`src/sv/trsr_pkg.sv`:
```
// Shared constants and types for the triangle scan rasteriser.
// Used by every module of the block; depends on nothing else.
`timescale 1ns / 1ps
`default_nettype none

package trsr_pkg;

    // Defaults for the top-level parameters
    localparam int MAX_SCREEN_DEF = 4096;
    localparam int COORD_BITS_DEF = 16;

    // Fixed field widths
    localparam int CFG_W     = 13;
    localparam int CFG_IDX_W = 1;
    localparam int COLOR_W   = 32;
    localparam int PIX_W     = 12;

    // Register reset values
    localparam logic [CFG_W-1:0] WIDTH_RST  = 13'd640;
    localparam logic [CFG_W-1:0] HEIGHT_RST = 13'd480;

    // Configuration register indexes
    typedef enum logic [CFG_IDX_W-1:0] {
        REG_WIDTH  = 1'b0,
        REG_HEIGHT = 1'b1
    } t_cfg_reg;

    // Input beat opcodes
    typedef enum logic {
        OP_LOAD = 1'b0,
        OP_STEP = 1'b1
    } t_op;

    // Stage control passed down the pipeline
    typedef struct packed {
        logic valid;
        logic load;
    } t_ctl;

endpackage

`default_nettype wire

```
`src/sv/trsr_scan.sv`:
```
// Scan stage: triangle state, incremental edge values, coverage test and result register.
// Depends on trsr_pkg.
`timescale 1ns / 1ps
`default_nettype none

module trsr_scan #(
    parameter int MAX_SCREEN = trsr_pkg::MAX_SCREEN_DEF,
    parameter int COORD_BITS = trsr_pkg::COORD_BITS_DEF
) (
    input  wire logic                              i_clk,
    input  wire logic                              i_rst_n,
    input  wire trsr_pkg::t_ctl                    i_ctl,
    input  wire logic signed [COORD_BITS:0]        i_a [3],
    input  wire logic signed [COORD_BITS:0]        i_b [3],
    input  wire logic signed [COORD_BITS + 1 + ((COORD_BITS > $clog2(MAX_SCREEN) + 2)
                              ? COORD_BITS : $clog2(MAX_SCREEN) + 2):0] i_pex [3],
    input  wire logic signed [COORD_BITS + 1 + ((COORD_BITS > $clog2(MAX_SCREEN) + 2)
                              ? COORD_BITS : $clog2(MAX_SCREEN) + 2):0] i_pey [3],
    input  wire logic signed [COORD_BITS + 1 + ((COORD_BITS > $clog2(MAX_SCREEN) + 2)
                              ? COORD_BITS : $clog2(MAX_SCREEN) + 2):0] i_pd0,
    input  wire logic signed [COORD_BITS + 1 + ((COORD_BITS > $clog2(MAX_SCREEN) + 2)
                              ? COORD_BITS : $clog2(MAX_SCREEN) + 2):0] i_pd1,
    input  wire logic [$clog2(MAX_SCREEN):0]       i_xmin,
    input  wire logic [$clog2(MAX_SCREEN):0]       i_xmax,
    input  wire logic [$clog2(MAX_SCREEN):0]       i_ymin,
    input  wire logic [$clog2(MAX_SCREEN):0]       i_ymax,
    input  wire logic [trsr_pkg::COLOR_W-1:0]      i_color,
    input  wire logic                              i_out_ready,
    output logic                                   o_take,
    output logic                                   o_out_valid,
    output logic [trsr_pkg::PIX_W-1:0]             o_pixel_x,
    output logic [trsr_pkg::PIX_W-1:0]             o_pixel_y,
    output logic                                   o_covered,
    output logic [trsr_pkg::COLOR_W-1:0]           o_pixel_color,
    output logic                                   o_last
);

    localparam int CB = COORD_BITS;
    localparam int SB = $clog2(MAX_SCREEN) + 1;
    localparam int CW = (CB > SB + 1) ? CB : SB + 1;
    localparam int DW = CW + 1;
    localparam int PW = CB + 1 + DW;
    localparam int EW = PW + 1;

    // Triangle state
    logic                   r_active;
    logic signed [CB:0]     r_a [3];
    logic signed [CB:0]     r_b [3];
    logic signed [EW-1:0]   r_e [3];
    logic signed [EW-1:0]   r_erow [3];
    logic signed [EW-1:0]   r_den;
    logic [SB-1:0]          r_xmin, r_xmax, r_ymax;
    logic [SB-1:0]          r_sx, r_sy;
    logic [trsr_pkg::COLOR_W-1:0] r_color;

    // Result register
    logic                   r_out_valid;
    logic [trsr_pkg::PIX_W-1:0]   r_px, r_py;
    logic                   r_cov;
    logic [trsr_pkg::COLOR_W-1:0] r_col;
    logic                   r_last;

    logic                   out_free;
    logic                   exec;
    logic                   exec_load;
    logic                   exec_step;
    logic [SB:0]            x_inc, y_inc;
    logic                   row_more;
    logic                   col_more;
    logic                   fin;
    logic                   cov;
    logic [2:0]             edge_ok;
    logic                   n_active;

    assign out_free  = !r_out_valid || i_out_ready;
    assign o_take    = i_ctl.load || out_free;
    assign exec      = i_ctl.valid && o_take;
    assign exec_load = exec && i_ctl.load;
    assign exec_step = exec && !i_ctl.load;

    // Scan position bookkeeping
    assign x_inc    = {1'b0, r_sx} + (SB+1)'(1);
    assign y_inc    = {1'b0, r_sy} + (SB+1)'(1);
    assign row_more = x_inc < {1'b0, r_xmax};
    assign col_more = y_inc < {1'b0, r_ymax};
    assign fin      = !row_more && !col_more;
    assign n_active = (i_xmin < i_xmax) && (i_ymin < i_ymax);

    // Coverage: each edge value zero or of the area's sign, area nonzero
    for (genvar j = 0; j < 3; j++) begin : g_cov
        assign edge_ok[j] = (r_e[j] == '0) || (r_e[j][EW-1] == r_den[EW-1]);
    end
    assign cov = (r_den != '0) && (&edge_ok);

    // Control state
    always_ff @(posedge i_clk) begin
        if (!i_rst_n) begin
            r_active    <= 1'b0;
            r_out_valid <= 1'b0;
        end else begin
            if (exec_load) begin
                r_active <= n_active;
            end else if (exec_step && r_active && fin) begin
                r_active <= 1'b0;
            end
            if (exec_step) begin
                r_out_valid <= 1'b1;
            end else if (i_out_ready) begin
                r_out_valid <= 1'b0;
            end
        end
    end

    // Triangle set-up on load, incremental walk on step
    always_ff @(posedge i_clk) begin
        if (exec_load) begin
            r_a    <= i_a;
            r_b    <= i_b;
            for (int j = 0; j < 3; j++) begin
                r_e[j]    <= EW'(i_pex[j]) + EW'(i_pey[j]);
                r_erow[j] <= EW'(i_pex[j]) + EW'(i_pey[j]);
            end
            r_den   <= EW'(i_pd0) + EW'(i_pd1);
            r_xmin  <= i_xmin;
            r_xmax  <= i_xmax;
            r_ymax  <= i_ymax;
            r_sx    <= i_xmin;
            r_sy    <= i_ymin;
            r_color <= i_color;
        end else if (exec_step && r_active) begin
            if (row_more) begin
                r_sx <= x_inc[SB-1:0];
                for (int j = 0; j < 3; j++) begin
                    r_e[j] <= r_e[j] + EW'(r_a[j]);
                end
            end else begin
                r_sx <= r_xmin;
                r_sy <= y_inc[SB-1:0];
                for (int j = 0; j < 3; j++) begin
                    r_erow[j] <= r_erow[j] + EW'(r_b[j]);
                    r_e[j]    <= r_erow[j] + EW'(r_b[j]);
                end
            end
        end
    end

    // Result beat
    always_ff @(posedge i_clk) begin
        if (exec_step) begin
            if (r_active) begin
                r_px   <= trsr_pkg::PIX_W'(r_sx);
                r_py   <= trsr_pkg::PIX_W'(r_sy);
                r_cov  <= cov;
                r_col  <= cov ? r_color : '0;
                r_last <= fin;
            end else begin
                r_px   <= '0;
                r_py   <= '0;
                r_cov  <= 1'b0;
                r_col  <= '0;
                r_last <= 1'b1;
            end
        end
    end

    assign o_out_valid   = r_out_valid;
    assign o_pixel_x     = r_px;
    assign o_pixel_y     = r_py;
    assign o_covered     = r_cov;
    assign o_pixel_color = r_col;
    assign o_last        = r_last;

    // Scan position stays inside the box while a scan runs
    a_scan_in_box: assert property (@(posedge i_clk) disable iff (!i_rst_n)
        r_active |-> (r_sx >= r_xmin) && (r_sx < r_xmax) && (r_sy < r_ymax))
        else $error("scan position left the bounding box");

    // A load starts the pixel and row edge values together
    a_load_row_sync: assert property (@(posedge i_clk) disable iff (!i_rst_n)
        exec_load |=> (r_e[0] == r_erow[0]) && (r_e[2] == r_erow[2]))
        else $error("edge values out of step after load");

    // A step with no scan running gives a lone uncovered last beat
    a_idle_step: assert property (@(posedge i_clk) disable iff (!i_rst_n)
        exec_step && !r_active |=> r_out_valid && r_last && !r_cov)
        else $error("idle step result malformed");

    // Uncovered pixels carry no colour
    a_uncovered_blank: assert property (@(posedge i_clk) disable iff (!i_rst_n)
        r_out_valid && !r_cov |-> (r_col == '0))
        else $error("colour on uncovered pixel");

endmodule

`default_nettype wire

```
`config.mk`:
```
export PLATFORM = sky130hd
export DESIGN_NAME = trsr_scan
export DESIGN_NICKNAME = d
export VERILOG_FILES = /design/src/sv/trsr_pkg.sv /design/src/sv/trsr_scan.sv
export SDC_FILE = /design/constraint.sdc
export NUM_CORES = 1
export LEC_CHECK = 0
export ABC_CLOCK_PERIOD_IN_PS = 10200
export BUFFER_PORTS_ARGS = -buffer_cell sky130_fd_sc_hd__buf_2
export CORE_UTILIZATION = 59
export DETAILED_ROUTE_END_ITERATION = 8
export MAX_ROUTING_LAYER = met4
export PLACE_DENSITY_LB_ADDON = 0.12
export SYNTH_ARGS = -nofsm -noshare
export SYNTH_HDL_FRONTEND = slang
export SYNTH_SLANG_ARGS = --single-unit
```
`constraint.sdc`:
```
create_clock -name i_clk -period 10.2 [get_ports i_clk]
set_input_delay 1.02 -clock i_clk [delete_from_list [all_inputs] [get_ports i_clk]]
set_output_delay 1.02 -clock i_clk [all_outputs]
set_load 0.02 [all_outputs]
```
# After elaboration in Yosys (flattened, before gate mapping)

Memory sizes are Yosys's and may differ from the RTL's.
Index checks and enable logic that the tools add are counted.

Memory bits (writable): 210
Register bits after elaboration: 294
Input bits: 463
Logic and storage cells: 107
Memories: 2
Output and inout bits: 60

Memory list:

| memory | depth | bits a word | read ports | clocked after Yosys merged registers in | wr ports | line            | RTL |
|---|---|---|---|---|---|---|---|
| r_e    | 3     | 35          | 3          | 0                                       | 3        | trsr_scan.sv:49 | `logic signed [EW-1:0] r_e [3];` |
| r_erow | 3     | 35          | 3          | 0                                       | 3        | trsr_scan.sv:50 | `logic signed [EW-1:0] r_erow [3];` |

Magnitude comparators: 4
Add/subtract/negate cells: 12
Bitwise logic cells: 9
Equality and inequality tests: 4
Multiplexer cells: 29
Reductions and logical operators: 27

Operators with widths:

| kind                  | number |
|---|---|
| $mux 35               | 9 |
| $add 35x17->35        | 6 |
| $add 34x34->35        | 4 |
| $logic_not 35->1      | 3 |
| $mux 13               | 6 |
| $reduce_bool 35->1    | 1 |
| $add 13x1->14 const B | 2 |
| $lt 14x13->1          | 2 |
| $lt 13x13->1          | 2 |
| $mux 1                | 14 |
| $or 1x1->1            | 9 |
| $logic_and 1x1->1     | 8 |
| $reduce_bool 2->1     | 3 |
| $logic_or 1x1->1      | 5 |
| $logic_not 1->1       | 4 |
| $reduce_and 2->1      | 2 |
| $eq 1x1->1            | 3 |
| $reduce_and 3->1      | 1 |
| $ne 2x2->1 const B    | 1 |

# Logic depth before layout (Yosys ltp)

Word-level depth: 11
Gate-level depth with buffers: 16
Mapped depth without buffers: 14

# Worst setup path after synthesis

Ideal clock, no wire load.

Path type: in2reg
Start point: input i_ctl[0] (netlist bit)
End point: register r_a[0] (netlist bit), enable pin
Stages on the path: 3
Required time: 9.547 ns
Slack: 2.493 ns
Data arrival time: 7.054 ns
Buffers on the path: 1
Library setup time: 0.653 ns
Cell sequence: nand2_1 > clkinv_1 > clkbuf_1

Cells in the longest elaborated chain, start to end: 3

Ends and longest elaborated chain:

| item                   | line             | RTL |
|---|---|---|
| start: declaration     | trsr_scan.sv:12  | `input wire trsr_pkg::t_ctl i_ctl,` |
| $logic_or 1x1->1       | trsr_scan.sv:76  | `assign o_take = i_ctl.load \|\| out_free;` |
| $logic_and 1x1->1      | trsr_scan.sv:77  | `assign exec = i_ctl.valid && o_take;` |
| $logic_and 1x1->1 (*)  | trsr_scan.sv:78  | `assign exec_load = exec && i_ctl.load;` |
| via exec_load          | trsr_scan.sv:65  | `logic exec_load;` |
| end signal: assignment | trsr_scan.sv:117 | `r_a <= i_a;` |
| end: declaration       | trsr_scan.sv:47  | `logic signed [CB:0] r_a [3];` |

The timed path passes the listed nets; every way through them passes the cells marked *.
A chain may end at the register's enable or synchronous reset.

==> reports/results.ini <==
[drt]
vias = 31660
routed_wl_um = 101100
vias_per_cell = 6.002
dr.pass1.iters = 6
remaining_drc_errors = 0
ant_nets = 0
wire_per_inst_um = 19.18
drt-initial-drc-count = 2546

[power_and_ir_drop]
p_switching_mw = 2.262
power_frac_comb_pct = 30.8
p_leak_nw = 18.42
vdd_drop_max_mv = 0.1596
clkPwrFrac_pct = 31.6
internal-power_mw = 4.662
swShare_pct = 32.67
power_density_nw_per_um2 = 160.1
seqPwrFrac_pct = 37.6
power_mw = 6.924

[outcome]
status = completed

[sta]
fin_worst_skew_ns = 0.02920
finalHoldViolCount = 0
fmax_mhz = 191.4
period_share_pct = 51.22
slew_violations = 0
setup_tns_ns = 0
fin_crit_ns = 5.225
setup_viol_count_final = 0
worst_pin_slew_ns = 1.170
rsz0062_at_grt = no
slew_headroom_pct = 21.94

[floorplanning]
core.rowCount = 92
io_pins = 523
die_x_um = 255.2
start_util_pct = 59.85
dieHeight_um = 255.2
die_area_um2 = 65120
core_area_um2 = 63200

[clocking]
clkLatencyLatePin_ns = 0.64
clock_sinks = 504
cts_resized = 0
htree_levels = 2
cts_tree = done
clk_path_buf_depth = 3
cts_buffers = 57
post-cts-setup-buffer-count = 0
clk_transition_reported_paths_ns = 0.06
cts_root_buf = clkbuf_16
hold_buffers = 0

[final_layout]
nNetsFinal = 5226
syn_to_final_growth_pct = 14.37
drive_gt1_share_pct = 16.26

[placement]
place.gp.congestion = 0.9402
portBuffers = 522
dpl.hpwl_um = 76010

[logic_synthesis]
synth_top_cells_by_count = 502 x edfxtp_1, 391 x ha_1, 361 x nand2_1
async_flop_share_pct = 0
synth.most_common_cell = edfxtp_1
synth_area_leaders = edfxtp_1 40%, ha_1 13%, a21oi_1 4.7%
synth-warning-count = 0
syn_nets = 4743
yosysTopAreaCell = edfxtp_1
synth_area_um2 = 37820
ys_ff_latch = 504
syn_area_per_cell_um2 = 9.751
synth_top_area_share_pct = 39.86
synth_cells = 3879
yosys_most_used_dff = edfxtp_1
synth-edff-count = 502
ys_seq_area_share_pct = 39.96
synth_cell_types = 100

[global_route]
grt_usage_pct = 31.23
gr-total-overflow = 0
grt_max_degree = 89
antenna_found_initial = 17
grt_pass1_vias = 29600
grt_pass1_wl_um = 156200

[setup_path]
crit_required_ns = 10.44
cp_max_fo = 70
worst-setup-path-type = reg -> reg
critPathArrivalTime_ns = 5.46
setup.worst_path.start_class = flip-flop
worst_setup_path_end_kind = flip-flop

[hold_path]
hold_class = reg -> reg

[flow_run]
cap_violations = 0

-- layer usage --
| metal | global-route usage [%] | vias up | share of wire (%) |
|---|---|---|---|
| li1 | - | 15620 | - |
| met1 | 40.84 | 14920 | 44 |
| met2 | 50.88 | 992 | 47 |
| met3 | 5.024 | 132 | 6.4 |
| met4 | 7.288 | 0 | 2.2 |
| met5 | - | - | 0 |
-- layout by cell type, fill, tap and decap left out, drive strengths merged, types with 29 or more instances in the layout --
master / netlist / routed
nor3: 50 / 50
nand2b: 46 / 46
nor2b: 39 / 39
a21o: 191 / 191
inv: 130 / 134
a21oi: 363 / 363
nor4: 43 / 43
o21a: 48 / 48
a211oi: 70 / 70
xor2: 135 / 135
xnor2: 186 / 186
and2: 72 / 72
a31oi: 61 / 61
buf: 23 / 536
nand2: 361 / 361
nand4: 54 / 54
o21ai: 280 / 280
nand3: 74 / 74
o21bai: 46 / 46
nor2: 293 / 293
clkbuf: 89 / 61
o31ai: 29 / 29
ha: 391 / 391
edfxtp: 502 / 502
-- flip-flops by register name, indices dropped and copies added, names as in the netlist, 13 cells and up --
| register | flops |
|---|---|
| o_pixel_color | 32 |
| r_a | 51 |
| r_b | 51 |
| r_color | 32 |
| r_den | 35 |
| r_e | 105 |
| r_erow | 105 |
| r_sx | 13 |
| r_sy | 13 |
| r_xmax | 13 |
| r_xmin | 13 |
| r_ymax | 13 |
-- kinds of logic after synthesis --
kind of cell               count (synthesis)  synth area share, %
and+or+nand+nor                         1117                14.00
DFF                                      504                39.96
muxes                                     34               0.9362
buffers and inverters                    243                2.481
adders and majority gates                401                13.46
xor gates and xnor gates                 321                7.433
AOI/OAI and AO/OA                       1259                21.72
-- final cells by class --
cell class / count / area [um^2]
Clock inverter: 45 / 548.0
Clock buffer: 61 / 1441
Fill cell: 4991 / 19940
Tap cell: 846 / 1059
Sequential cell: 504 / 15110
Inverter: 131 / 499.2
Timing Repair Buffer: 536 / 2718
Antenna cell: 19 / 47.55
Multi-Input combinational cell: 3132 / 21830
-- final timing paths --
check / start / cells past startpoint / slack [ns] / end
max: r_sx[4]$_DFFE_PP_ / 12 / 4.98 / r_erow[0][85]$_DFFE_PP_
max reg2reg: r_sx[4]$_DFFE_PP_ / 12 / 4.98 / r_erow[0][85]$_DFFE_PP_
min: r_color[9]$_DFFE_PP_ / 1 / 0.52 / o_pixel_color[9]$_SDFFCE_PN0P_
min reg2reg: r_color[9]$_DFFE_PP_ / 1 / 0.52 / o_pixel_color[9]$_SDFFCE_PN0P_
-- power by group through the flow --
stage          sequential [mW]  combinational [mW]  clock [mW]
2_1_floorplan             2.63                1.54           0
3_3_place_gp              2.64                2.06           0
3_5_place_dp              2.64                2.08           0
4_1_cts                   2.60                2.10        2.21
5_1_grt                   2.62                2.35        2.28
6_report                  2.60                2.13        2.19
-- critical path, cell delays in order, from the launching register on --
cell and delay (ns):
edfxtp_1 0.45, nand4_1 0.15, or2_2 0.34, nor2_1 0.16
nand3_1 0.11, xnor2_1 0.16, ha_1 0.33, nand3_1 0.09
a21boi_0 0.42, or4_4 0.65, nand2_4 0.40, nand2_4 0.54
buf_4 0.82
-- metrics by stage --
stage          cell area (um^2)  utilization, %  setup slack [ns]  cells  hold slack (ns)
2_1_floorplan             37820               -             2.493   3879           0.4967
3_3_place_gp              41220           65.23             5.094   5149           0.4976
3_5_place_dp              41220           65.23             5.044   5149           0.5042
4_1_cts                   43210           68.38             5.016   5255           0.5173
5_1_grt                   43250           68.44             4.665   5272           0.5301
6_report                  43260           68.45             4.975   5274           0.5163
Power figures use the tool's default switching activity.
