--- src/sv/trsr_pkg.sv ---
// Shared constants and types for the triangle scan rasteriser.
// Used by every module of the block; depends on nothing else.
`timescale 1ns / 1ps
`default_nettype none

package trsr_pkg;

    // Defaults for the top-level parameters
    localparam int MAX_SCREEN_DEF = 4096;
    localparam int COORD_BITS_DEF = 16;

    // Fixed field widths
    localparam int CFG_W     = 13;
    localparam int CFG_IDX_W = 1;
    localparam int COLOR_W   = 32;
    localparam int PIX_W     = 12;

    // Register reset values
    localparam logic [CFG_W-1:0] WIDTH_RST  = 13'd640;
    localparam logic [CFG_W-1:0] HEIGHT_RST = 13'd480;

    // Configuration register indexes
    typedef enum logic [CFG_IDX_W-1:0] {
        REG_WIDTH  = 1'b0,
        REG_HEIGHT = 1'b1
    } t_cfg_reg;

    // Input beat opcodes
    typedef enum logic {
        OP_LOAD = 1'b0,
        OP_STEP = 1'b1
    } t_op;

    // Stage control passed down the pipeline
    typedef struct packed {
        logic valid;
        logic load;
    } t_ctl;

endpackage

`default_nettype wire

--- src/sv/trsr_setup.sv ---
// Setup stage: edge coefficients, clamped bounding box and offsets to the box origin.
// Depends on trsr_pkg.
`timescale 1ns / 1ps
`default_nettype none

module trsr_setup #(
    parameter int MAX_SCREEN = trsr_pkg::MAX_SCREEN_DEF,
    parameter int COORD_BITS = trsr_pkg::COORD_BITS_DEF
) (
    input  wire logic                              i_clk,
    input  wire logic                              i_rst_n,
    input  wire trsr_pkg::t_ctl                    i_ctl,
    input  wire logic signed [COORD_BITS-1:0]      i_vx [3],
    input  wire logic signed [COORD_BITS-1:0]      i_vy [3],
    input  wire logic [trsr_pkg::COLOR_W-1:0]      i_color,
    input  wire logic [trsr_pkg::CFG_W-1:0]        i_cfg_w,
    input  wire logic [trsr_pkg::CFG_W-1:0]        i_cfg_h,
    input  wire logic                              i_dn_free,
    output logic                                   o_free,
    output trsr_pkg::t_ctl                         o_ctl,
    output logic signed [COORD_BITS:0]             o_a [3],
    output logic signed [COORD_BITS:0]             o_b [3],
    output logic signed [((COORD_BITS > $clog2(MAX_SCREEN) + 2) ? COORD_BITS
                          : $clog2(MAX_SCREEN) + 2):0] o_dx [3],
    output logic signed [((COORD_BITS > $clog2(MAX_SCREEN) + 2) ? COORD_BITS
                          : $clog2(MAX_SCREEN) + 2):0] o_dy [3],
    output logic signed [((COORD_BITS > $clog2(MAX_SCREEN) + 2) ? COORD_BITS
                          : $clog2(MAX_SCREEN) + 2):0] o_ddx,
    output logic signed [((COORD_BITS > $clog2(MAX_SCREEN) + 2) ? COORD_BITS
                          : $clog2(MAX_SCREEN) + 2):0] o_ddy,
    output logic [$clog2(MAX_SCREEN):0]            o_xmin,
    output logic [$clog2(MAX_SCREEN):0]            o_xmax,
    output logic [$clog2(MAX_SCREEN):0]            o_ymin,
    output logic [$clog2(MAX_SCREEN):0]            o_ymax,
    output logic [trsr_pkg::COLOR_W-1:0]           o_color
);

    localparam int CB = COORD_BITS;
    localparam int SB = $clog2(MAX_SCREEN) + 1;
    localparam int CW = (CB > SB + 1) ? CB : SB + 1;
    localparam int DW = CW + 1;

    logic                   r_valid;
    logic                   r_load;
    logic signed [CB:0]     r_a [3];
    logic signed [CB:0]     r_b [3];
    logic signed [DW-1:0]   r_dx [3];
    logic signed [DW-1:0]   r_dy [3];
    logic signed [DW-1:0]   r_ddx;
    logic signed [DW-1:0]   r_ddy;
    logic [SB-1:0]          r_xmin, r_xmax, r_ymin, r_ymax;
    logic [trsr_pkg::COLOR_W-1:0] r_color;

    logic signed [CB:0]     n_a [3];
    logic signed [CB:0]     n_b [3];
    logic signed [DW-1:0]   n_dx [3];
    logic signed [DW-1:0]   n_dy [3];
    logic signed [DW-1:0]   n_ddx;
    logic signed [DW-1:0]   n_ddy;
    logic [SB-1:0]          n_xmin, n_xmax, n_ymin, n_ymax;
    logic signed [CB-1:0]   xlo, xhi, ylo, yhi;
    logic [SB-1:0]          lim_x, lim_y;
    logic                   capture;

    // Clamp a vertex coordinate to 0..lim
    function automatic logic [SB-1:0] clamp_lim(input logic signed [CB-1:0] v,
                                                input logic [SB-1:0] lim);
        logic signed [CW-1:0] v_w;
        logic signed [CW-1:0] lim_w;
        v_w   = CW'(v);
        lim_w = $signed(CW'(lim));
        if (v_w < 0) begin
            clamp_lim = '0;
        end else if (v_w > lim_w) begin
            clamp_lim = lim;
        end else begin
            clamp_lim = v_w[SB-1:0];
        end
    endfunction

    // Screen limits, capped at the largest supported frame
    assign lim_x = (32'(i_cfg_w) > MAX_SCREEN) ? SB'(MAX_SCREEN) : SB'(i_cfg_w);
    assign lim_y = (32'(i_cfg_h) > MAX_SCREEN) ? SB'(MAX_SCREEN) : SB'(i_cfg_h);

    // Vertex extents
    always_comb begin
        xlo = i_vx[0];
        xhi = i_vx[0];
        ylo = i_vy[0];
        yhi = i_vy[0];
        for (int k = 1; k < 3; k++) begin
            if (i_vx[k] < xlo) xlo = i_vx[k];
            if (i_vx[k] > xhi) xhi = i_vx[k];
            if (i_vy[k] < ylo) ylo = i_vy[k];
            if (i_vy[k] > yhi) yhi = i_vy[k];
        end
        n_xmin = clamp_lim(xlo, lim_x);
        n_xmax = clamp_lim(xhi, lim_x);
        n_ymin = clamp_lim(ylo, lim_y);
        n_ymax = clamp_lim(yhi, lim_y);
    end

    // Edge j runs from vertex U to vertex W; its value at the box origin is
    // A*(x0 - xU) + B*(y0 - yU)
    for (genvar j = 0; j < 3; j++) begin : g_edge
        localparam int U = (j + 1) % 3;
        localparam int W = (j + 2) % 3;
        assign n_a[j]  = (CB+1)'(i_vy[U]) - (CB+1)'(i_vy[W]);
        assign n_b[j]  = (CB+1)'(i_vx[W]) - (CB+1)'(i_vx[U]);
        assign n_dx[j] = DW'($signed({1'b0, n_xmin})) - DW'(i_vx[U]);
        assign n_dy[j] = DW'($signed({1'b0, n_ymin})) - DW'(i_vy[U]);
    end

    // Offsets of vertex a from vertex b, for the area term
    assign n_ddx = DW'(i_vx[0]) - DW'(i_vx[1]);
    assign n_ddy = DW'(i_vy[0]) - DW'(i_vy[1]);

    assign o_free  = !r_valid || i_dn_free;
    assign capture = o_free && i_ctl.valid;

    // Stage valid
    always_ff @(posedge i_clk) begin
        if (!i_rst_n) begin
            r_valid <= 1'b0;
        end else if (o_free) begin
            r_valid <= i_ctl.valid;
        end
    end

    // Stage payload
    always_ff @(posedge i_clk) begin
        if (capture) begin
            r_load  <= i_ctl.load;
            r_a     <= n_a;
            r_b     <= n_b;
            r_dx    <= n_dx;
            r_dy    <= n_dy;
            r_ddx   <= n_ddx;
            r_ddy   <= n_ddy;
            r_xmin  <= n_xmin;
            r_xmax  <= n_xmax;
            r_ymin  <= n_ymin;
            r_ymax  <= n_ymax;
            r_color <= i_color;
        end
    end

    assign o_ctl   = '{valid: r_valid, load: r_load};
    assign o_a     = r_a;
    assign o_b     = r_b;
    assign o_dx    = r_dx;
    assign o_dy    = r_dy;
    assign o_ddx   = r_ddx;
    assign o_ddy   = r_ddy;
    assign o_xmin  = r_xmin;
    assign o_xmax  = r_xmax;
    assign o_ymin  = r_ymin;
    assign o_ymax  = r_ymax;
    assign o_color = r_color;

endmodule

`default_nettype wire

--- config.mk ---
export PLATFORM = sky130hd
export DESIGN_NAME = trsr_setup
export DESIGN_NICKNAME = d
export VERILOG_FILES = /design/src/sv/trsr_pkg.sv /design/src/sv/trsr_setup.sv
export SDC_FILE = /design/constraint.sdc
export NUM_CORES = 1
export LEC_CHECK = 0
export ABC_CLOCK_PERIOD_IN_PS = 12100
export BUFFER_PORTS_ARGS = -buffer_cell sky130_fd_sc_hd__buf_2
export CORE_MARGIN = 1
export CORE_UTILIZATION = 40
export DETAILED_ROUTE_END_ITERATION = 8
export PLACE_DENSITY = 0.66
export SYNTH_ARGS = -nofsm -noshare
export SYNTH_HDL_FRONTEND = slang
export SYNTH_SLANG_ARGS = --single-unit
--- constraint.sdc ---
create_clock -name i_clk -period 12.1 [get_ports i_clk]
set_input_delay 0.605 -clock i_clk [delete_from_list [all_inputs] [get_ports i_clk]]
set_output_delay 0.605 -clock i_clk [all_outputs]
set_load 0.02 [all_outputs]
**Word-level counts from Yosys, hierarchy flattened**

Index checks and enable logic that the tools add are counted.

- Logic and storage cells: 70
- Register bits after elaboration: 307
- Output and inout bits: 325

- Multiplexer cells: 16
- Reductions and logical operators: 3
- $lt $le $gt $ge: 18
- Add/sub/neg operators: 13

Operators with widths:

| kind | number |
|---|---|
| $mux 16 | 8 |
| $sub 16x16->17 | 7 |
| $mux 13 | 8 |
| $sub 14x16->17 | 6 |
| $gt 16x14->1 | 4 |
| $gt 16x16->1 | 4 |
| $lt 16x1->1 const B | 4 |
| $lt 16x16->1 | 4 |
| $gt 13x13->1 const B | 2 |
| $logic_and 1x1->1 | 1 |
| $logic_not 1->1 | 1 |
| $logic_or 1x1->1 | 1 |

**Longest topological paths before layout**

Gate-level depths: netlist of the first run.

- Depth in word-level cells: 8
- Mapped depth: 44

**Worst setup path after synthesis of the first run**

Ideal clock, no wire load.

- Kind: input-to-reg
- Start: in i_vy[17] (netlist bit)
- End: reg r_dy (netlist bit o_dy[32]) (data pin)
- Stages on the path: 41
- Data required time: 11841 ps
- Slack: 3376 ps
- Setup time: 259 ps
- Buffers on the path: 5
- Data arrival time: 8465 ps
- Cells stage by stage: inv_1 -> ha_1 -> nor2b_4 -> o31a_1 -> o31a_1 -> o211ai_1 -> a31oi_1 -> buf_2 -> buf_2 -> a21oi_1 -> ha_1 -> a21o_1 -> a21o_1 -> a21o_1 -> a211oi_1 -> o211ai_1 -> a22oi_4 -> buf_2 -> [5 not listed] -> nand3_1 -> o41ai_1 -> o221ai_1 -> nand2_1 -> buf_1 -> a21oi_1 -> a211oi_1 -> ha_1 -> nor2b_1 -> o21ai_0 -> a21boi_0 -> o21ai_0 -> a21oi_1 -> a41o_1 -> o211a_1 -> o21a_1 -> o21ai_0 -> xnor2_1

RTL lines:

| what | line | text |
|---|---|---|
| start: declaration | trsr_setup.sv:14 | `input wire logic signed [COORD_BITS-1:0] i_vy [3],` |
| end signal: assignment | trsr_setup.sv:137 | `r_dy <= n_dy;` |
| end: declaration | trsr_setup.sv:48 | `logic signed [DW-1:0] r_dy [3];` |

==> results of run 1 <==
==> layer usage <==
metal | track usage [%] | vias up | share of wire, %
li1 | - | 9860 | -
met1 | 36.9 | 10400 | 41
met2 | 48.1 | 923 | 48
met3 | 4.44 | 177 | 7.4
met4 | 9.95 | 12 | 3.5
met5 | 0 | - | 0.089
==> synth_stat cells (12+ instances only) <==
cell      count
a211oi_1     23
a21boi_0     29
nor3_1       53
xnor2_1     110
ha_1        304
a22oi_1      12
nand3_1      40
a31oi_1      17
o21bai_1     12
nor2_1      333
a221o_1      12
buf_4        21
xor2_1       34
and3_1       23
fa_1         13
nor2b_1      72
a21oi_1     163
a41o_1       13
or3_1        14
a21o_1       45
inv_1       205
o211a_1      17
buf_2        21
edfxtp_1    305
nand2_1     128
clkbuf_1     33
a221oi_1     14
nand2b_1     20
nand4_1      30
o21ai_0      98
o21a_1       39
mux2i_1      72
==> layout by cell type (no fill, tap or decap), types with 30 or more instances in the layout <==
cell	n
buf_2	483
nor2_1	333
edfxtp_1	305
ha_1	304
inv_1	205
a21oi_1	162
nand2_1	128
xnor2_1	110
o21ai_0	98
nor2b_1	72
mux2i_1	72
nor3_1	53
a21o_1	45
nand3_1	40
o21a_1	39
clkbuf_16	39
xor2_1	34
nand4_1	30
==> report_power, final <==
| group | total, µW | internal, µW | leakage (µW) | switching [µW] |
|---|---|---|---|---|
| Clock | 1150 | 681 | 0.000600 | 473 |
| Combinational | 1980 | 706 | 0.00947 | 1270 |
| Sequential | 1500 | 1420 | 0.00297 | 81.9 |
==> worst max-delay path, delay by kind of cell <==
kind / cells / cell delay (ns)
adder cells (fa/ha/maj): 5 / 1.76
buffers and inverters: 2 / 0.25
multiplexers: 2 / 0.58
AO/OA/AOI/OAI: 21 / 5.87
AND/OR/NAND/NOR: 10 / 1.79
==> state kept, by name, summed over array words and instances (netlist names) <==
| signal | cells |
|---|---|
| o_xmin | 13 |
| o_color | 32 |
| o_ymin | 13 |
| r_load | 1 |
| o_dx | 51 |
| o_xmax | 13 |
| o_ymax | 13 |
| o_ddx | 17 |
| o_dy | 51 |
| o_ddy | 17 |
| o_a | 34 |
| o_b | 50 |
| r_valid | 1 |
==> cell families after synthesis <==
| group | Yosys count | synth area share [%] |
|---|---|---|
| buffers and inverters | 289 | 5.09 |
| multiplexers | 72 | 3.01 |
| AO/OA/AOI/OAI | 575 | 16.4 |
| XOR/XNOR | 144 | 5.28 |
| adder cells (fa/ha/maj) | 317 | 17.0 |
| flip-flops | 306 | 38.4 |
| AND/OR/NAND/NOR | 762 | 14.9 |
==> through the flow <==
| step | cell area, µm² | std cells | power [µW] |
|---|---|---|---|
| after floorplan | 23900 | 2465 | 2810 |
| after CTS | 28300 | 3730 | 4640 |
| after global placement | 27100 | 3661 | 3450 |
| after detailed placement | 27100 | 3661 | 3470 |
| after global routing | 28300 | 3730 | 4860 |
| final | 28300 | 3731 | 4640 |
==> final cells by class <==
cell class                      instances  area share, %
Multi-Input combinational cell       1870           47.9
Sequential cell                       306           32.4
Inverter                              206           2.73
Antenna cell                            1        0.00884
Tap cell                              773           3.42
Clock inverter                         22          0.871
Timing Repair Buffer                  506           9.15
Clock buffer                           47           3.55
==> worst paths after layout <==
kind,startpoint,endpoint,slack (ns),cells after the start
max,i_vy[24],o_dy[33]$_DFFE_PP_,1.52,40
min,i_color[30],o_color[30]$_DFFE_PP_,0.21,1
max reg2reg,r_valid$_SDFFE_PN0N_,o_b[21]$_DFFE_PP_,9.24,4
min reg2reg,r_valid$_SDFFE_PN0N_,r_valid$_SDFFE_PN0N_,0.54,2
==> results.ini, run 1 <==
[synth]
async_flop_share_pct=0
synth_seq_cells=306
syn_area_mm2=0.0239
synth_edf_count=305
synth_cells=2465
yosys-top-cells-area=edfxtp_1 (38%), ha_1 (16%), nor2_1 (5.2%)
syn_nets=2941
syn_avg_cell_area_um2=9.70
synthFlopType=edfxtp_1
ys_types=80
yosys_warnings=0
synth.top_cell.area_share_pct=38.3
ys_seq_area_share_pct=38.4
synth_area_leader_cell=edfxtp_1

[min_path]
hold_class=input pin to register

[clocking]
cts_setup_buffers=0
cts-resized-gates=0
cts.sinks=306
cts_tree=done
ctsLongestPathBuffers=3
ctsHoldBuffers=0
insertion_delay_ns=0.56
cts_buffers=38
cts-root-buf=clkbuf_16
cts.htree.levels=2
clkTransAtPathRegs_ns=0.06

[floorplan]
rows=89
core_mm2=0.0590
initial_core_util_pct=40.5
num_io_pins=484
die_w_um=246
dieArea_mm2=0.0607
die_y_um=246

[global_routing]
antenna_found_initial=7
grt_overflow=0
grt_pass1_wl_um=128000
grt_pass1_vias=20500
grt_use_total_pct=28.5
grt_max_degree=79

[status]
outcome=finished clean

[sta]
hold_viol=0
worst_pin_slew_ns=1.22
setup_tns_ns=0
drv_slew=0
whs_ns=0.212
rsz0062_at_grt=no
post-route-min-period_ns=10.58
fin_skew_ns=0.0204
fin_ws_ns=1.52
max_freq_ghz=0.0945
setup_viol_count_final=0
post-route-period-util_pct=87.5
slew_headroom_pct=17.9

[finish]
drive_above_1_share_pct=20.4
fin_util_pct=48.0
multi_input_area_mm2=0.0136
nets=3404
fillers=5584
regArea_mm2=0.00918
area_growth_pct=18.4

[routing]
vias=21300
wl_per_cell_um=24.0
drt-total-wl_um=89400
first_iter_violations=1587
viasPerCell=5.72
drtPass1Iterations=5
final_antenna_net_count=0
drc=0

[place]
hpwl_um=73200
place_congestion=0.953
portBuffers=483
detailedPlace.worstSlack_ns=1.09

[critical_path]
critPathMaxFanout=51
start_kind=input pin
worstPathRequired_ns=12.41
crit_path_top_delay_cell=a22oi_4
critPathKind=input pin to register
worst-endpoint-arrival_ns=10.89
cp_common_cell=ha_1
endpoint_kind=register
critical_path.max_stage_delay_ns=0.95

[power]
ir_drop_uv=164
leakage_uw=0.0130
p_per_area_mw_per_mm2=164

[run]
drv_cap=0

(Power assumes the default switching activity.)
==> inputs of run 2 (changes only) <==
--- a/config.mk
+++ b/config.mk
@@ -10,7 +10,7 @@
 export CORE_MARGIN = 1
 export CORE_UTILIZATION = 40
 export DETAILED_ROUTE_END_ITERATION = 8
-export PLACE_DENSITY = 0.66
+export PLACE_DENSITY = 0.65
 export SYNTH_ARGS = -nofsm -noshare
 export SYNTH_HDL_FRONTEND = slang
 export SYNTH_SLANG_ARGS = --single-unit
==> run 2 against run 1 <==
Utilization is essentially flat. Largest cell class unchanged. Combinational power barely moved. Sequential cell count stayed put.
==> results.ini, run 2 (synthesized netlist as in run 1, its figures left out) <==
[place]
detailedPlace.worstSlack_ns=0.765  ; -0.328 ns
hpwl_um=73100  ; about the same
portBuffers=483  ; unchanged
place_congestion=0.996  ; +4.5%

[sta]
post-route-min-period_ns=10.91  ; +0.326 ns
slew_headroom_pct=19.4  ; +1.5 points
rsz0062_at_grt=no
setup_tns_ns=0  ; unchanged
hold_viol=0  ; unchanged
setup_viol_count_final=0  ; unchanged
post-route-period-util_pct=90.1  ; +2.7 points
max_freq_ghz=0.0917  ; -3.0%
worst_pin_slew_ns=1.21  ; -0.0169 ns
fin_ws_ns=1.19  ; -0.326 ns
fin_skew_ns=0.0114  ; -0.00898 ns
drv_slew=0  ; unchanged

[status]
outcome=finished clean

[critical_path]
critPathKind=input pin to register
critPathMaxFanout=30  ; -41%
worstPathRequired_ns=12.41  ; about the same
worst-endpoint-arrival_ns=11.22  ; +0.33 ns
cp_common_cell=ha_1
critical_path.max_stage_delay_ns=0.56  ; -0.39 ns
endpoint_kind=register
crit_path_top_delay_cell=nand2_1
start_kind=input pin

[global_routing]
antenna_found_initial=7  ; unchanged
grt_overflow=0  ; unchanged
grtUsageMet3_pct=5.17  ; +0.73 points
grt_use_total_pct=28.6  ; +0.097 points
grt_pass1_wl_um=128000  ; +0.15%
grt_max_degree=169  ; +110%
grtUsageMet1_pct=36.9  ; about the same
grt_busiest_layer=met2
grt_pass1_vias=20400  ; -0.48%
grtUsageMet2_pct=48.3  ; +0.20 points

[power]
internal_power_uw=2820  ; +0.52%
seq_power_share_pct=32.3  ; about the same
switching_share_pct=39.3  ; -0.17 points
p_switching_uw=1820  ; -0.21%
p_comb_share_pct=42.5  ; -0.2 points
clkPwrFrac_pct=25.3  ; +0.4 points
ir_drop_uv=208  ; +27%
leakage_uw=0.0131  ; about the same
p_per_area_mw_per_mm2=164  ; +0.13%

[clocking]
cts-resized-gates=0  ; unchanged
ctsHoldBuffers=0  ; unchanged
insertion_delay_ns=0.57  ; about the same
clkTransAtPathRegs_ns=0.06  ; about the same
cts_buffers=37  ; -2.6%
ctsLongestPathBuffers=3  ; unchanged
cts_setup_buffers=0  ; unchanged
cts_tree=done
cts.sinks=306  ; unchanged
cts-root-buf=clkbuf_16
cts.htree.levels=2  ; unchanged

[routing]
drc=0  ; unchanged
first_iter_violations=1386  ; -13%
wl_per_cell_um=24.0  ; about the same
drtPass1Iterations=5  ; unchanged
vias=21000  ; -1.4%
final_antenna_net_count=0  ; unchanged
viasPerCell=5.64  ; -1.3%
drt-total-wl_um=89400  ; about the same

[floorplan]
num_io_pins=484  ; unchanged
die_w_um=246  ; unchanged
die_y_um=246  ; unchanged
rows=89  ; unchanged
dieArea_mm2=0.0607  ; unchanged
initial_core_util_pct=40.5  ; unchanged
core_mm2=0.0590  ; unchanged

[finish]
layout_commonest_cell=buf_2
drive_above_1_share_pct=20.6  ; +0.20 points
area_growth_pct=18.5  ; about the same
nets=3403  ; -0.029%
final_cell_mix=buf_2 (483), nor2_1 (333), edfxtp_1 (305)

[run]
drv_cap=0  ; unchanged

[min_path]
hold_class=input pin to register

==> run 2: worst paths after layout <==
check                        from                   end  slack [ns]  cells past startpoint
max                      i_vx[17]    o_dx[48]$_DFFE_PP_        1.19                     41
min                    i_color[2]  o_color[2]$_DFFE_PP_        0.20                      1
max reg2reg  r_valid$_SDFFE_PN0N_    o_dy[19]$_DFFE_PP_        9.57                      3
min reg2reg  r_valid$_SDFFE_PN0N_  r_valid$_SDFFE_PN0N_        0.54                      2
==> run 2: worst max-delay path: cells and delay by family <==
kind,cells,cell delay (ns)
adder cells (fa/ha/maj),5,1.71
buffers and inverters,4,0.94
AO/OA/AOI/OAI,21,5.23
AND/OR/NAND/NOR,10,2.25
multiplexers,1,0.45
==> run 2: cell type report <==
| class | count | area [µm²] |
|---|---|---|
| Clock buffer | 38 | 930 |
| Multi-Input combinational cell | 1870 | 13500 |
| Inverter | 206 | 773 |
| Fill cell | 5557 | 30700 |
| Sequential cell | 306 | 9180 |
| Tap cell | 773 | 967 |
| Antenna cell | 2 | 5.00 |
| Clock inverter | 27 | 338 |
| Timing Repair Buffer | 506 | 2600 |
==> run 2: layer usage <==
metal | up-vias | share of wire, % | wire length, µm
li1 | 9876 | - | -
met4 | 10 | 3.1 | 2730
met5 | - | 0.075 | 67
met3 | 145 | 7.5 | 6690
met1 | 10100 | 42 | 37400
met2 | 855 | 48 | 42500
==> run 2: power by group through the flow <==
stage               registers (µW)  clock network [µW]  logic, µW
floorplan                     1710                   0       1100
global placement              1520                   0       1930
detailed placement            1520                   0       1950
CTS                           1500                1200       1960
global route                  1510                1230       2140
finish                        1500                1170       1970
==> run 2: per-stage QoR <==
stage	instance area, µm²	hold WS (ns)	total power, µW	std cells	util, %
finish	28300	0.205	4650	3728	48.0
global route	28300	0.175	4880	3727	48.0
CTS	28300	0.167	4660	3726	48.0
detailed placement	27100	0.543	3470	3661	45.9
global placement	27100	0.517	3450	3661	45.9
floorplan	23900	0.653	2810	2465	-
